File: config.mk
export PLATFORM = sky130hd
export DESIGN_NAME = bounded_descriptor_set_minmax
export DESIGN_NICKNAME = d
export VERILOG_FILES = /design/src/rtl/core/bdsm_pkg.sv /design/src/rtl/core/bdsm_ctrl.sv /design/src/rtl/core/bdsm_dp.sv /design/src/rtl/core/bounded_descriptor_set_minmax.sv
export SDC_FILE = /design/constraint.sdc
export NUM_CORES = 1
export LEC_CHECK = 0
export ABC_AREA = 1
export BUFFER_PORTS_ARGS = -buffer_cell sky130_fd_sc_hd__buf_2
export CAP_MARGIN = 10
export CORE_MARGIN = 10
export CORE_UTILIZATION = 45
export CTS_CLUSTER_DIAMETER = 120
export DETAILED_ROUTE_END_ITERATION = 6
export GPL_TIMING_DRIVEN = 0
export SYNTH_ARGS = -nofsm -noshare
export SYNTH_HDL_FRONTEND = slang
export SYNTH_SLANG_ARGS = --single-unit
File: constraint.sdc
create_clock -name clk -period 4.4 [get_ports clk]
set_clock_uncertainty 0.15 [all_clocks]
set_input_delay 0.88 -clock clk [delete_from_list [all_inputs] [get_ports clk]]
set_output_delay 0.88 -clock clk [all_outputs]
set_load 0.005 [all_outputs]
File: src/rtl/core/bdsm_pkg.sv
// ----------------------------------------------------------------------------
// bdsm_pkg
// shared types and codes for the bounded descriptor set with min/max tracking
// ----------------------------------------------------------------------------
`default_nettype none

package bdsm_pkg;

	// result status codes
	localparam logic [1:0] ST_OK    = 2'd0;
	localparam logic [1:0] ST_RANGE = 2'd1;
	localparam logic [1:0] ST_FULL  = 2'd2;

	// operation codes
	localparam logic FN_ADD = 1'b0;
	localparam logic FN_DEL = 1'b1;

	// controller to datapath
	typedef struct packed {
		logic load;    // capture a new item, restart the scan
		logic step;    // issue one slot read
		logic fold;    // scan folds members into min/max instead of searching
		logic commit;  // apply the operation to the set
	} bdsm_cmd_t;

	// datapath to controller
	typedef struct packed {
		logic scan_last;    // the slot being issued is the last one
		logic need_rescan;  // a member is removed, extremes must be rebuilt
	} bdsm_sts_t;

endpackage

`default_nettype wire

File: src/rtl/core/bdsm_ctrl.sv
// ----------------------------------------------------------------------------
// bdsm_ctrl
// sequencer: search scan, commit, optional rescan of extremes, result strobe
// ----------------------------------------------------------------------------
`default_nettype none

module bdsm_ctrl (
	input  wire logic               clk,
	input  wire logic               arst_n,
	input  wire logic               start,
	input  wire bdsm_pkg::bdsm_sts_t sts,
	output bdsm_pkg::bdsm_cmd_t     cmd,
	output logic                    busy,
	output logic                    done
);
	import bdsm_pkg::*;

	typedef enum logic [2:0] {
		S_IDLE,
		S_SEARCH,
		S_SEARCH_END,
		S_DECIDE,
		S_RESCAN,
		S_RESCAN_END,
		S_RESULT
	} state_t;

	state_t state_q;
	logic   busy_q;
	logic   done_q;

	assign busy = busy_q;
	assign done = done_q;

	always_comb begin
		cmd        = '0;
		cmd.load   = (state_q == S_IDLE) && start;
		cmd.step   = (state_q == S_SEARCH) || (state_q == S_RESCAN);
		cmd.fold   = (state_q == S_RESCAN);
		cmd.commit = (state_q == S_DECIDE);
	end

	always_ff @(posedge clk or negedge arst_n) begin
		if (!arst_n) begin
			state_q <= S_IDLE;
			busy_q  <= 1'b0;
			done_q  <= 1'b0;
		end else begin
			case (state_q)
				S_IDLE: begin
					if (start) begin
						state_q <= S_SEARCH;
						busy_q  <= 1'b1;
					end
				end
				S_SEARCH: begin
					if (sts.scan_last) state_q <= S_SEARCH_END;
				end
				// last read still being evaluated
				S_SEARCH_END: state_q <= S_DECIDE;
				S_DECIDE: begin
					if (sts.need_rescan) begin
						state_q <= S_RESCAN;
					end else begin
						state_q <= S_RESULT;
						done_q  <= 1'b1;
					end
				end
				S_RESCAN: begin
					if (sts.scan_last) state_q <= S_RESCAN_END;
				end
				S_RESCAN_END: begin
					state_q <= S_RESULT;
					done_q  <= 1'b1;
				end
				S_RESULT: begin
					state_q <= S_IDLE;
					done_q  <= 1'b0;
					busy_q  <= 1'b0;
				end
				default: begin
					state_q <= S_IDLE;
					done_q  <= 1'b0;
					busy_q  <= 1'b0;
				end
			endcase
		end
	end

endmodule

`default_nettype wire

File: src/rtl/core/bdsm_dp.sv
// ----------------------------------------------------------------------------
// bdsm_dp
// slot memory, used bits, one-slot-per-cycle scan unit, count and extremes
// ----------------------------------------------------------------------------
`default_nettype none

module bdsm_dp #(
	parameter int CAPACITY = 32,
	parameter int LIMIT    = 1024
) (
	input  wire logic                clk,
	input  wire logic                arst_n,
	input  wire bdsm_pkg::bdsm_cmd_t cmd,
	output bdsm_pkg::bdsm_sts_t      sts,
	input  wire logic                func,
	input  wire logic [10:0]         descriptor,
	output logic [1:0]               status,
	output logic [4:0]               slot_index,
	output logic                     was_present,
	output logic [5:0]               member_count,
	output logic [9:0]               min_member,
	output logic [9:0]               max_member,
	output logic                     extremes_valid
);
	import bdsm_pkg::*;

	localparam int IDX_W = (CAPACITY > 1) ? $clog2(CAPACITY) : 1;
	localparam int CNT_W = $clog2(CAPACITY + 1);
	localparam int VAL_W = $clog2(LIMIT);

	// slot storage
	logic [VAL_W-1:0]    mem [CAPACITY];
	logic [VAL_W-1:0]    rd_q;
	logic [CAPACITY-1:0] used_q;

	// item registers
	logic             func_q;
	logic [VAL_W-1:0] val_q;
	logic             range_bad_q;

	// scan unit
	logic [IDX_W-1:0] idx_q;
	logic             valid_s1;
	logic             fold_s1;
	logic             used_s1;
	logic [IDX_W-1:0] idx_s1;
	logic             found_q;
	logic [IDX_W-1:0] found_idx_q;
	logic             free_q;
	logic [IDX_W-1:0] free_idx_q;

	// set state
	logic [CNT_W-1:0] count_q;
	logic [VAL_W-1:0] min_q;
	logic [VAL_W-1:0] max_q;
	logic             ok_q;

	// result
	logic [1:0]       status_q;
	logic [IDX_W-1:0] slot_q;
	logic             present_q;

	logic             add_new;
	logic             mem_we;
	logic [31:0]      slot_ext;
	logic [31:0]      cnt_ext;
	logic [15:0]      min_ext;
	logic [15:0]      max_ext;

	assign add_new = (func_q == FN_ADD) && !range_bad_q && !found_q && free_q;
	assign mem_we  = cmd.commit && add_new;

	assign sts.scan_last   = (idx_q == IDX_W'(CAPACITY - 1));
	assign sts.need_rescan = (func_q == FN_DEL) && !range_bad_q && found_q;

	always_ff @(posedge clk) begin
		if (mem_we) mem[free_idx_q] <= val_q;
		rd_q <= mem[idx_q];
	end

	// item capture and read pipeline tags
	always_ff @(posedge clk) begin
		if (cmd.load) begin
			func_q      <= func;
			val_q       <= descriptor[VAL_W-1:0];
			range_bad_q <= ({1'b0, descriptor} >= 12'(LIMIT));
		end
		fold_s1 <= cmd.fold;
		used_s1 <= used_q[idx_q];
		idx_s1  <= idx_q;
	end

	always_ff @(posedge clk or negedge arst_n) begin
		if (!arst_n) begin
			idx_q       <= '0;
			valid_s1    <= 1'b0;
			found_q     <= 1'b0;
			found_idx_q <= '0;
			free_q      <= 1'b0;
			free_idx_q  <= '0;
			used_q      <= '0;
			count_q     <= '0;
			min_q       <= '0;
			max_q       <= '0;
			ok_q        <= 1'b0;
		end else begin
			valid_s1 <= cmd.step;
			if (cmd.load || cmd.commit) begin
				idx_q <= '0;
			end else if (cmd.step) begin
				idx_q <= idx_q + IDX_W'(1);
			end

			if (cmd.load) begin
				found_q <= 1'b0;
				free_q  <= 1'b0;
			end

			// evaluate the slot read issued last cycle
			if (valid_s1 && used_s1) begin
				if (fold_s1) begin
					if (!ok_q) begin
						min_q <= rd_q;
						max_q <= rd_q;
						ok_q  <= 1'b1;
					end else begin
						if (rd_q < min_q) min_q <= rd_q;
						if (rd_q > max_q) max_q <= rd_q;
					end
				end else if (!found_q && rd_q == val_q) begin
					found_q     <= 1'b1;
					found_idx_q <= idx_s1;
				end
			end else if (valid_s1 && !fold_s1 && !free_q) begin
				free_q     <= 1'b1;
				free_idx_q <= idx_s1;
			end

			if (cmd.commit) begin
				if (add_new) begin
					used_q[free_idx_q] <= 1'b1;
					count_q            <= count_q + CNT_W'(1);
					if (!ok_q) begin
						min_q <= val_q;
						max_q <= val_q;
						ok_q  <= 1'b1;
					end else begin
						if (val_q < min_q) min_q <= val_q;
						if (val_q > max_q) max_q <= val_q;
					end
				end else if (sts.need_rescan) begin
					used_q[found_idx_q] <= 1'b0;
					if (count_q != '0) count_q <= count_q - CNT_W'(1);
					// extremes rebuilt by the fold scan that follows
					min_q <= '0;
					max_q <= '0;
					ok_q  <= 1'b0;
				end
			end
		end
	end

	// result fields
	always_ff @(posedge clk) begin
		if (cmd.commit) begin
			present_q <= found_q && !range_bad_q;
			if (range_bad_q) begin
				status_q <= ST_RANGE;
				slot_q   <= '0;
			end else if (found_q) begin
				status_q <= ST_OK;
				slot_q   <= found_idx_q;
			end else if (func_q == FN_DEL) begin
				status_q <= ST_OK;
				slot_q   <= '0;
			end else if (free_q) begin
				status_q <= ST_OK;
				slot_q   <= free_idx_q;
			end else begin
				status_q <= ST_FULL;
				slot_q   <= '0;
			end
		end
	end

	assign slot_ext = 32'(slot_q);
	assign cnt_ext  = 32'(count_q);
	assign min_ext  = ok_q ? 16'(min_q) : 16'd0;
	assign max_ext  = ok_q ? 16'(max_q) : 16'd0;

	assign status         = status_q;
	assign slot_index     = slot_ext[4:0];
	assign was_present    = present_q;
	assign member_count   = cnt_ext[5:0];
	assign min_member     = min_ext[9:0];
	assign max_member     = max_ext[9:0];
	assign extremes_valid = ok_q;

endmodule

`default_nettype wire

File: src/rtl/core/bounded_descriptor_set_minmax.sv
// ----------------------------------------------------------------------------
// bounded_descriptor_set_minmax
// fixed-capacity descriptor set with running min/max member
// ----------------------------------------------------------------------------
// usage:
//   command channel: drive func/descriptor and raise start while busy is low;
//   the command transfers at that edge and busy rises on the next cycle.
//   result channel: done is high for exactly one cycle with status,
//   slot_index, was_present, member_count, min/max and extremes_valid.
//   there is no backpressure; the receiver must take the result then.
// sequencing:
//   add, rejected or absent delete: one search pass over the slot memory
//   at one slot per cycle, a state to finish the last read, one to commit.
//   delete of a member: after the commit, a second pass over the slots
//   rebuilds min and max, then a state to finish its last read. busy drops
//   in the cycle after done, so a new command transfers only once the
//   previous result has been delivered.
// reset:
//   arst_n clears all used bits, the count and the extremes at once; the
//   slot memory itself is not cleared and needs no sweep.
// ----------------------------------------------------------------------------
`default_nettype none

module bounded_descriptor_set_minmax #(
	parameter int CAPACITY = 32,
	parameter int LIMIT    = 1024
) (
	input  wire logic        clk,
	input  wire logic        arst_n,
	input  wire logic        start,
	output logic             busy,
	input  wire logic        func,
	input  wire logic [10:0] descriptor,
	output logic             done,
	output logic [1:0]       status,
	output logic [4:0]       slot_index,
	output logic             was_present,
	output logic [5:0]       member_count,
	output logic [9:0]       min_member,
	output logic [9:0]       max_member,
	output logic             extremes_valid
);
	import bdsm_pkg::*;

	bdsm_cmd_t cmd;
	bdsm_sts_t sts;

	bdsm_ctrl u_ctrl (
		.clk   (clk),
		.arst_n(arst_n),
		.start (start),
		.sts   (sts),
		.cmd   (cmd),
		.busy  (busy),
		.done  (done)
	);

	bdsm_dp #(
		.CAPACITY(CAPACITY),
		.LIMIT   (LIMIT)
	) u_dp (
		.clk           (clk),
		.arst_n        (arst_n),
		.cmd           (cmd),
		.sts           (sts),
		.func          (func),
		.descriptor    (descriptor),
		.status        (status),
		.slot_index    (slot_index),
		.was_present   (was_present),
		.member_count  (member_count),
		.min_member    (min_member),
		.max_member    (max_member),
		.extremes_valid(extremes_valid)
	);

endmodule

`default_nettype wire

# Word-level counts from Yosys, hierarchy flattened
# Memories as Yosys holds them, arrays and structs flattened. A register that Yosys moved wholly into a read port is not among the register bits.
# Cells that the tools add are included.
[op_classes]
reduce_logical = 35
magnitude_cmp = 10
eq_ne = 11
bitwise_logic = 8
add_sub_neg = 3
mux = 63
[op_table]
columns = ["cell", "count"]
rows = [
  ["$mux 10", 20],
  ["$mux 32", 2],
  ["$and 32x32->32", 1],
  ["$not 32->32", 1],
  ["$or 32x32->32", 1],
  ["$mux 5", 5],
  ["$mux 1", 22],
  ["$gt 10x10->1", 2],
  ["$lt 10x10->1", 2],
  ["$lt 5x6->1 const B", 3],
  ["$mux 6", 3],
  ["$pmux 3 s6", 1],
  ["$logic_and 1x1->1", 14],
  ["$ge 11x11->1 const B", 1],
  ["$demux 1 s5", 2],
  ["$eq 10x10->1", 1],
  ["$ge 5x1->1 const B", 2],
  ["$mux 3", 3],
  ["$reduce_and 3->1", 3],
  ["$ne 2x2->1 const B", 4],
  ["$reduce_and 2->1", 4],
  ["$add 6x1->6 const B", 1],
  ["$eq 3x2->1 const B", 2],
  ["$eq 3x3->1 const B", 2],
  ["17 further kinds", 28],
]
[totals]
inputBits = 15
ff_bits = 109
n_memories = 1
mem_bits_rw = 320
wordCells = 155
out_inout_bits = 37
[mem_list]
columns = ["name", "words", "word_bits", "rd", "rd_ports_with_merged_regs", "write_ports", "line", "text"]
rows = [
  ["u_dp.mem", 32, 10, 1, 1, 1, "bdsm_dp.sv:32", "logic [VAL_W-1:0] mem [CAPACITY];"],
]

# Longest topological paths before layout
[depth]
word_depth = 9
ltp_mapped = 14
mapped_depth_nobuf = 14

# Hierarchy
# A second synthesis with hierarchy kept.
[hier_totals]
hier_cells = 1811
area_unflattened_um2 = 19357.3
[by_module_without_submodules]
columns = ["module", "seq_area_each_um2", "n_inst", "area_per_inst_um2", "cells_each"]
rows = [
  ["bdsm_dp", 12477.0, 1, 19068.3, 1771],
  ["bdsm_ctrl", 125.1, 1, 289.0, 40],
]

# Least setup slack after synthesis
# OpenSTA, ideal clock, no wires.
[synth_path]
kind = "reg2reg"
from = "register u_ctrl.state_q[2]"
to = "memory u_dp.mem[14][0] in the netlist's numbering, enable pin"
n_path_buf = 1
path_stages_with_launch = 7
setup_ps = 390
required_time_ps = 3860
period_less_slack_ps = 2415
slack_ps = 1985
arrival_time_ps = 1875
cell_sequence = "dfrtp_1 > nor2_4 > nand2_1 > inv_2 > nand2_4 > buf_1 > nor3_1"
[synth_via]
elab_chain_len = 4
[synth_lines]
columns = ["item", "line", "text"]
rows = [
  ["start: declaration", "bdsm_ctrl.sv:28", "state_t state_q;"],
  ["start signal: assignment", "bdsm_ctrl.sv:45", "state_q <= S_IDLE;"],
  ["start signal: assignment", "bdsm_ctrl.sv:52", "state_q <= S_SEARCH;"],
  ["start signal: assignment", "bdsm_ctrl.sv:57", "if (sts.scan_last) state_q <= S_SEARCH_END;"],
  ["$eq 3x2->1", "bdsm_ctrl.sv:40", "cmd.commit = (state_q == S_DECIDE);"],
  ["$logic_and 1x1->1", "bdsm_dp.sv:71", "assign mem_we = cmd.commit && add_new;"],
  ["$mux 1", "bdsm_dp.sv:77", "if (mem_we) mem[free_idx_q] <= val_q;"],
  ["$mux 1 (not written as such)", "bdsm_dp.sv:77", ""],
  ["end: declaration", "bdsm_dp.sv:32", ""],
]
# No other way between the ends.

==> summary.txt <==
Worst hold path
  – Hold Crit Class: in -> async

CTS
  – Post_cts resized: 0
  – Cts hold-fix bufs: 0
  – TritonCTS clock tree: done
  – Worst skew pair latency: 0.59 ns
  – H-Tree Depth: 2
  – CTS clk-pin slew, worst paths: 0.06 ns
  – CTS Root Cell: clkbuf_16
  – Worst-case clock buffer depth: 3
  – CTS Sinks: 439
  – Setup Buffers After CTS: 0
  – Clock buffer count from CTS: 45

Routing
  – ANT nets after route: 0
  – Drt drc: 0
  – Avg Vias per Cell: 5.905
  – DR WL/cell: 24.87 um
  – Via count: 14,963
  – DRT Pass-1 Iters: 6
  – Violation count after the first detailed-route iteration: 2,040
  – Final WL: 63,030 um

Placement
  – GPL Wtd Cong: 0.9927
  – Final HPWL DP: 43,860 um
  – IO buf count: 50

Critical path
  – FF-to-FF setup slack: 1.10 ns
  – Critical Path AT: 3.63 ns
  – Critical Path Slowest Stage Cell: clkbuf_1
  – CP max FO: 10
  – Crit path launch: u_dp.idx_q[1]$_DFFE_PN0P_
  – Reg2reg path depth: 9
  – Worst setup path endpoint: u_dp.rd_q[9]$_DFF_P_
  – Max incr delay on CP: 0.69 ns
  – CP Class: reg -> reg
  – CP startpoint kind: flop
  – Launching point of the worst reg2reg path: u_dp.idx_q[1]$_DFFE_PN0P_
  – Cell mode on critical path: nor2_1
  – CP Capture Type: flop
  – Worst path cell trace: inv_1, clkbuf_2, clkbuf_1, o21ai_0, o22ai_1, nor2_1, nor2_1, nor2_1, nor2_1
  – Required time of the critical path: 4.73 ns
  – Worst r2r dst: u_dp.rd_q[9]$_DFF_P_

Layout
  – Syn-to-layout area delta: 15.94%
  – Final Util: 53.05%
  – Share of post-route cells with drive strength above 1: 11.33%
  – NumNets Final: 2,023

STA
  – Final Cycle Share: 75.01%
  – Worst-margin pin slew: 1.078 ns
  – Max-slew violation count: 0
  – WHS: 0.1099 ns
  – Final hold violation count: 0
  – RSZ-0062 raised after global routing: no
  – Setup TNS: 0 ns
  – Slew margin rel.: 28.11%
  – Fmax: 303.0 MHz
  – Period minus WS final: 3.301 ns
  – Final setup fails: 0

Synth
  – Synth Instances: 1,828
  – Async set-reset flop share out of synthesis: 18.68%
  – Seq/Total Area, Yosys: 65.37%
  – Top_reg_cell synth: edfxtp_1
  – Cell variety after synth: 41
  – Yosys top cell by area: edfxtp_1
  – Post-Syn Area: 19,280 um2
  – Synthesized net count: 1,888
  – Post-synth top area share: 52.96%
  – Most numerous cell in the Yosys netlist: edfxtp_1
  – Number of register bits inferred by synthesis: 439
  – Synth top area cells: edfxtp_1 53%, dfrtp_1 11%, nor2_1 5.8%
  – Syn Area/Cell: 10.55 um2
  – Top cells by count, synth: 340 x edfxtp_1, 296 x nor2_1, 230 x nand2_1, 216 x o21ai_0, 114 x inv_1
  – Post-synth EDFFs: 340
  – YS warnings: 0

Die
  – Die height: 227.0 um
  – Die Area: 51,520 um2
  – I/O pin total: 52
  – Placement row count: 75
  – Core Region: 42,130 um2
  – Starting density of the core: 45.76%
  – DIE WIDTH: 227.0 um

Global route
  – Largest net degree at the start of global routing: 47
  – First-pass GRT wire length: 91,720 um
  – Total GRT Usage: 24.38%
  – Vias in the first global route: 14,057
  – Initial antenna violation count: 1
  – Total grt overflow: 0

Power
  – Worst VDD drop: 0.0003996 V
  – Lkg Pwr: 8.502 nW
  – PwrDens: 617.2 nW/um2

Job
  – Max cap viols: 0

Status
  – Status: finished, final reports clean
per-stage QoR:
| step | instances | area (um2) | setup slack, ns | power (mW) |
|---|---|---|---|---|
| final | 2534 | 22350 | 1.099 | 13.80 |
| after global routing | 2533 | 22350 | 1.126 | 14.38 |
| after floorplan | 1828 | 19280 | 1.985 | 7.914 |
| after CTS | 2533 | 22350 | 1.249 | 13.67 |
| after global placement | 2417 | 20200 | 0.5827 | 9.880 |
| after detailed placement | 2455 | 20990 | 1.321 | 10.09 |
worst min-delay path by stage:
stage                                       endpoint                       from  cells past startpoint
floorplan                     u_dp.idx_s1[2]$_DFF_P_  u_dp.idx_q[2]$_DFFE_PN0P_                      0
global placement              u_dp.idx_s1[2]$_DFF_P_  u_dp.idx_q[2]$_DFFE_PN0P_                      0
detailed placement            u_dp.idx_s1[2]$_DFF_P_  u_dp.idx_q[2]$_DFFE_PN0P_                      0
CTS                 u_dp.member_count[0]$_DFFE_PN0P_                     arst_n                      1
global route        u_dp.member_count[0]$_DFFE_PN0P_                     arst_n                      1
finish              u_dp.member_count[0]$_DFFE_PN0P_                     arst_n                      1
logic make-up (layout without fill, tap and decap cells):
logic type / after synthesis / in the layout / share of synthesized area (%)
other: 0 / 1 / 0
xor gates and xnor gates: 13 / 13 / 0.5906
AOI/OAI and AO/OA: 399 / 399 / 11.18
buffers and inverters: 217 / 383 / 4.478
DFF: 439 / 439 / 65.37
and+or+nand+nor: 715 / 715 / 15.43
adders and majority gates: 45 / 45 / 2.960
layout make-up:
class | instances | area, um2
fill | 3700 | 19780
sequential | 439 | 12600
multi-input combinational | 1172 | 5973
clock buffer | 57 | 1224
timing repair buffer | 88 | 879.6
tap | 539 | 674.4
inverter | 121 | 456.7
buffer | 96 | 406.6
clock inverter | 21 | 132.6
antenna | 1 | 2.502
state kept, by name, summed over array words and instances, names as in the netlist, 2 cells and up:
name,cells
u_dp.found_idx_q,5
u_dp.member_count,6
u_dp.max_q,10
u_dp.idx_q,5
u_dp.slot_index,5
u_ctrl.state_q,3
u_dp.used_q,32
u_dp.status,2
u_dp.mem,320
u_dp.val_q,10
u_dp.free_idx_q,5
u_dp.rd_q,10
u_dp.min_q,10
u_dp.idx_s1,5
per-layer routing:
metal  up-vias  part of all wire, %  global-route usage (%)
li1       6690                    -                       -
met1      7264                   39                   32.17
met2       847                   46                   38.61
met3       162                   11                   5.083
met4         0                  4.1                   10.30
met5         -                    0                       0
where the power goes:
| part | leakage (nW) | switching, mW | internal (mW) |
|---|---|---|---|
| clock | 0.654 | 1.60 | 2.02 |
| combinational | 3.54 | 3.58 | 1.37 |
| sequential | 4.31 | 0.377 | 4.85 |
| total | 8.50 | 5.55 | 8.24 |
critical path: cells and delay by family (launching register included):
| family | cells | cell delay [ns] |
|---|---|---|
| AND/OR/NAND/NOR | 4 | 0.79 |
| buffers and inverters | 3 | 1.19 |
| flip-flops | 1 | 0.51 |
| AO/OA/AOI/OAI | 2 | 0.55 |
cells in the final DEF (no fill, tap or decap), types with 3 or more instances in the layout:
cell        count
clkinv_1       11
nand2_1       230
buf_6          24
dfxtp_1        17
nand3_1       104
o21ai_1        11
ha_1           44
buf_1           4
nor3_2         36
clkbuf_16      47
o22ai_1        72
nor2_1        296
clkinvlp_4      3
clkinv_2        3
buf_2          73
a21oi_1        80
nor3_1         38
inv_2           6
o21ai_0       216
buf_16         12
o211ai_1       12
edfxtp_1      340
dfrtp_1        82
buf_4           4
clkbuf_1       73
inv_1         114
xor2_1         12
(Power assumes the default switching activity.)
